--- config.mk ---
export PLATFORM = sky130hd
export DESIGN_NAME = ricm_ctrl
export DESIGN_NICKNAME = d
export VERILOG_FILES = /design/src/rtl/ricm_pkg.sv /design/src/rtl/ricm_ctrl.sv
export SDC_FILE = /design/constraint.sdc
export NUM_CORES = 1
export LEC_CHECK = 0
export BUFFER_PORTS_ARGS = -buffer_cell sky130_fd_sc_hd__buf_2
export CORE_AREA = 4 4 41 43
export CTS_BUF_LIST = sky130_fd_sc_hd__clkbuf_8
export CTS_CLUSTER_SIZE = 24
export DETAILED_ROUTE_END_ITERATION = 6
export DIE_AREA = 0 0 45 47
export PLACE_DENSITY = 0.35
export SLEW_MARGIN = 40
export SYNTH_ARGS = -nofsm -noshare
export SYNTH_HDL_FRONTEND = slang
export SYNTH_SLANG_ARGS = --single-unit
export TNS_END_PERCENT = 10
--- constraint.sdc ---
create_clock -name clock -period 1.65 [get_ports clock]
set_input_delay 0.165 -clock clock [delete_from_list [all_inputs] [get_ports clock]]
set_output_delay 0.165 -clock clock [all_outputs]
set_load 0.005 [all_outputs]
--- src/rtl/ricm_pkg.sv ---
// ----------------------------------------------------------------------------
// ricm_pkg
// Shared widths, codes, command/status types and code helpers for the
// rotation invariant code matcher.
// ----------------------------------------------------------------------------
`default_nettype none

package ricm_pkg;

   localparam int CODE_W          = 64;
   localparam int SIDE_W          = 4;
   localparam int COUNT_CSR_W     = 9;
   localparam int DIST_W          = 7;
   localparam int SLOT_W          = 8;
   localparam int TURN_W          = 2;
   localparam int TURNS           = 4;
   localparam int CSR_INDEX_W     = 2;
   localparam int CSR_DATA_W      = 9;
   localparam int MIN_SIDE        = 3;
   localparam int MAX_SIDE        = 8;
   localparam int MAX_ENTRIES_DEF = 256;

   localparam logic [SIDE_W-1:0]      SIDE_RESET  = SIDE_W'(5);
   localparam logic [CSR_INDEX_W-1:0] CSR_CODE_SIDE   = 2'd0;
   localparam logic [CSR_INDEX_W-1:0] CSR_ENTRY_COUNT = 2'd1;
   localparam logic [CSR_INDEX_W-1:0] CSR_CORR_LIMIT  = 2'd2;

   localparam logic CMD_WRITE = 1'b0;
   localparam logic CMD_QUERY = 1'b1;

   typedef struct packed {
      logic load;
      logic write_en;
      logic issue;
      logic publish;
   } ctrl_cmd_type;

   typedef struct packed {
      logic more;
      logic pipe_empty;
      logic out_free;
   } ctrl_status_type;

   function automatic logic [SIDE_W-1:0] eff_side(input logic [SIDE_W-1:0] side);
      logic [SIDE_W-1:0] s;
      s = side;
      if (s < SIDE_W'(MIN_SIDE)) s = SIDE_W'(MIN_SIDE);
      if (s > SIDE_W'(MAX_SIDE)) s = SIDE_W'(MAX_SIDE);
      return s;
   endfunction

   function automatic logic [DIST_W-1:0] cell_count(input logic [SIDE_W-1:0] side);
      logic [DIST_W-1:0] s7;
      s7 = DIST_W'(side);
      return DIST_W'(s7 * s7);
   endfunction

   function automatic logic [CODE_W-1:0] cell_mask(input logic [DIST_W-1:0] cells);
      logic [CODE_W-1:0] m;
      for (int i = 0; i < CODE_W; i++) begin
         m[i] = (i < int'(cells));
      end
      return m;
   endfunction

   function automatic logic [CODE_W-1:0] turn_code(input logic [CODE_W-1:0] code,
                                                   input logic [SIDE_W-1:0] side,
                                                   input logic [TURN_W-1:0] turn);
      logic [CODE_W-1:0] res;
      int ny;
      int nx;
      res = '0;
      for (int sv = MIN_SIDE; sv <= MAX_SIDE; sv++) begin
         if (side == SIDE_W'(sv)) begin
            for (int y = 0; y < sv; y++) begin
               for (int x = 0; x < sv; x++) begin
                  case (turn)
                     2'd1: begin
                        ny = x;
                        nx = sv - 1 - y;
                     end
                     2'd2: begin
                        ny = sv - 1 - y;
                        nx = sv - 1 - x;
                     end
                     2'd3: begin
                        ny = sv - 1 - x;
                        nx = y;
                     end
                     default: begin
                        ny = y;
                        nx = x;
                     end
                  endcase
                  res[ny * sv + nx] = code[y * sv + x];
               end
            end
         end
      end
      return res;
   endfunction

   function automatic logic [3:0] pop8(input logic [7:0] v);
      logic [3:0] c;
      c = '0;
      for (int i = 0; i < 8; i++) begin
         c = c + 4'(v[i]);
      end
      return c;
   endfunction

   function automatic logic [DIST_W-1:0] pop64(input logic [CODE_W-1:0] v);
      logic [DIST_W-1:0] c;
      c = '0;
      for (int b = 0; b < 8; b++) begin
         c = c + DIST_W'(pop8(v[b*8 +: 8]));
      end
      return c;
   endfunction

endpackage

`default_nettype wire

--- src/rtl/ricm_ctrl.sv ---
// ----------------------------------------------------------------------------
// ricm_ctrl
// Sequencer: takes words, starts a dictionary scan per query, drains the
// compare pipeline and hands the result to the output register.
// ----------------------------------------------------------------------------
`default_nettype none

module ricm_ctrl (
   input  wire logic                   clock,
   input  wire logic                   reset,
   input  wire logic                   req_valid,
   input  wire logic                   req_cmd,
   output logic                        req_stall,
   input  wire ricm_pkg::ctrl_status_type status,
   output ricm_pkg::ctrl_cmd_type      cmd
);
   import ricm_pkg::*;

   localparam logic [1:0] ST_IDLE  = 2'd0;
   localparam logic [1:0] ST_SCAN  = 2'd1;
   localparam logic [1:0] ST_DRAIN = 2'd2;
   localparam logic [1:0] ST_EMIT  = 2'd3;

   logic [1:0] state_ff;
   logic [1:0] state_in;
   logic       accept;

   assign req_stall = (state_ff != ST_IDLE);
   assign accept    = req_valid && !req_stall;

   always_comb begin
      state_in     = state_ff;
      cmd          = '0;
      case (state_ff)
         ST_IDLE: begin
            if (accept && req_cmd == CMD_WRITE) begin
               cmd.write_en = 1'b1;
            end
            if (accept && req_cmd == CMD_QUERY) begin
               cmd.load = 1'b1;
               state_in = ST_SCAN;
            end
         end
         ST_SCAN: begin
            cmd.issue = status.more;
            if (!status.more) state_in = ST_DRAIN;
         end
         ST_DRAIN: begin
            if (status.pipe_empty) state_in = ST_EMIT;
         end
         ST_EMIT: begin
            if (status.out_free) begin
               cmd.publish = 1'b1;
               state_in    = ST_IDLE;
            end
         end
         default: begin
            state_in = ST_IDLE;
         end
      endcase
   end

   always_ff @(posedge clock) begin
      if (reset) begin
         state_ff <= ST_IDLE;
      end else begin
         state_ff <= state_in;
      end
   end

endmodule

`default_nettype wire

==> results.tsv <==
stage	metric	value	unit
synth	synthesized cell area	229	µm²
setup_path	Critical Path RT	1.78	ns
synth	Synth cell types	15	
placement	Area after DPL	303	µm²
timing	max_slew headroom	74.6	%
route	Routed WL	445	µm
global_route	remaining global-route overflow	0	
setup_path	Arr. time, crit path	1.62	ns
layout	commonest non-fill, non-tap cell in the layout	buf_2	
cts	post-cts repair resize count	0	
synth	post-synthesis instance total	25	
setup_path	crit end category	register	
cts	cts bufs inserted	3	
route	Initial DRT Pass Iterations	1	
route	initial DRC count	0	
global_route	antenna violations before repair	0	
global_route	wire length of the first global-routing pass	765	µm
cts	clk sinks	2	
setup_path	Worst Setup SP	state_ff[1]$_SDFFE_PP0P_	
placement	hpwl dp	393	µm
layout	Reg with most FFs	state_ff	
setup_path	crit path kind	reg2reg	
cts	Bufs on Longest Clock Path	2	
layout	Total Nets Final	53	
timing	final worst slack	0.161	ns
timing	Final Hold Viols	0	
layout	layout cells sized above 1	48.7	%
layout	Area growth syn-to-layout	51.4	%
layout	n_diodes	0	
timing	worst hold slack	0.139	ns
floorplan	number of I/O pins	12	
floorplan	initial core utilization	17.6	%
setup_path	worst r2r dst	state_ff[0]$_SDFFE_PP0P_	
cts	worst skew pair latency	0.21	ns
route	wire per inst	8.24	µm
floorplan	core area	1300	µm²
layout	Regs by FF count	state_ff x2	
floorplan	Die W	45	µm
setup_path	worst setup path end	state_ff[0]$_SDFFE_PP0P_	
cts	CTS tree	yes	
cts	H-Tree Depth	1	
synth	Seq/Total Area, Yosys	17.5	%
layout	final core occ	26.6	%
placement	port bufs	11	
timing	RSZ-0062 raised after global routing	no	
cts	clk slew on worst S/H paths	0.03	ns
power_and_ir_drop	pwr/cell area	1750	nW/µm²
timing	Setup TNS	0	ns
timing	Setup violations, final	0	
cts	hold_buf cts	0	
timing	measured slew at the worst slew-check pin	0.378	ns
global_route	vias in the first global route	196	
setup_path	crit-path max FO	4	
synth	Post-Syn Nets	37	
timing	Final Max Slew Viols	0	
timing	Final Skew	0.00129	ns
power_and_ir_drop	static leakage	0.185	nW
job	total of max-cap violations	0	
timing	Final Cycle Share	90.2	%
floorplan	FP Rows	13	
timing	f_max	0.672	GHz
layout	most frequent cells in the layout	buf_2, ha_1, inv_1, clkbuf_8	
hold_path	HP Class	in2reg	
cts	post-CTS setup repair buffer count	0	
route	antenna-violating nets left	0	
floorplan	die span in y	47	µm
synth	synthesized flop and latch total	2	
timing	min Tclk post-route	1.49	ns
route	Via density	3.81	
run_status	status	complete, no violations	
synth	Yosys Warn Count	0	
route	vias	206	
hold_path	cell count of the worst hold path	2	
setup_path	reg2reg start	state_ff[1]$_SDFFE_PP0P_	
global_route	GRT Total Usage	5.20	%
power_and_ir_drop	maximum VDD drop	0.594	mV
placement	Post-Place Worst Slack	0.107	ns
setup_path	Worst R2R Path Depth	5	
setup_path	Worst setup SP type	register	
setup_path	reg2reg setup slack	0.16	ns
placement	Routability Congestion	0.632	
layout	Design Area, Final	347	µm²
floorplan	DIE AREA	2120	µm²
cts	clk root buf	clkbuf_8	
layout	max reg flops	2	
global_route	largest net degree at the start of global routing	5	
route	post-route DRC violation count	0	
synth	syn_area_per_cell	9.16	µm²
==> how the worst min path moves through the flow <==
| stage | slack, ns | startpoint | to |
|---|---|---|---|
| finish | 0.14 | reset | state_ff[0]$_SDFFE_PP0P_ |
| global route | 0.15 | reset | state_ff[0]$_SDFFE_PP0P_ |
| CTS | 0.14 | reset | state_ff[0]$_SDFFE_PP0P_ |
| detailed placement | 0.35 | reset | state_ff[0]$_SDFFE_PP0P_ |
| global placement | 0.35 | reset | state_ff[0]$_SDFFE_PP0P_ |
| floorplan | 0.23 | reset | state_ff[0]$_SDFFE_PP0P_ |
==> synth_stat cells, drive strengths merged <==
library cell,number,area (µm²)
nor4,1,12.5
nand2,1,3.75
o41a,1,11.3
mux2i,1,10.0
nand2b,2,12.5
a211oi,1,12.5
inv,3,11.3
ha,5,62.6
and3,1,7.51
nor2,2,7.51
dfxtp,2,40.0
and2,2,15.0
and2b,2,15.0
a21boi,1,7.51
==> worst max-delay path, cell delays in order, from the launching register on <==
cell	delay (ns)
dfxtp_1	0.36
inv_1	0.09
ha_2	0.19
a21boi_1	0.14
o41a_1	0.43
a211oi_2	0.19
==> stage by stage <==
step | instances | power (mW)
2_1_floorplan | 25 | 0.335
3_3_place_gp | 51 | 0.423
3_5_place_dp | 51 | 0.424
4_1_cts | 54 | 0.618
5_1_grt | 54 | 0.677
6_report | 54 | 0.606
==> kinds of logic after synthesis <==
| group | after synthesis | synth area share [%] |
|---|---|---|
| buffers and inverters | 3 | 4.92 |
| DFF | 2 | 17.5 |
| AOI/OAI and AO/OA | 3 | 13.7 |
| and+or+nand+nor | 11 | 32.2 |
| muxes | 1 | 4.37 |
| adders and majority gates | 5 | 27.3 |
==> metal layers <==
metal	share of wire, %	wire length [µm]	GRT usage (%)
met2	34	152	6.50
met5	0	0	0
met4	0	0	3.51
met3	14	62	4.21
met1	52	231	5.86
==> where the power goes <==
| group | leakage [nW] | switching [mW] | internal [mW] |
|---|---|---|---|
| Sequential | 0.0165 | 0.0208 | 0.0737 |
| Combinational | 0.147 | 0.157 | 0.167 |
| Clock | 0.0216 | 0.0333 | 0.154 |
==> layout make-up <==
class / count / area [µm²]
flip-flops and latches: 2 / 40.0
fillers: 149 / 955
well taps: 15 / 18.8
multi-input cells: 20 / 180
inverters: 3 / 11.3
clock buffers: 3 / 41.3
repair buffers: 11 / 55.1
(Power assumes the default switching activity.)
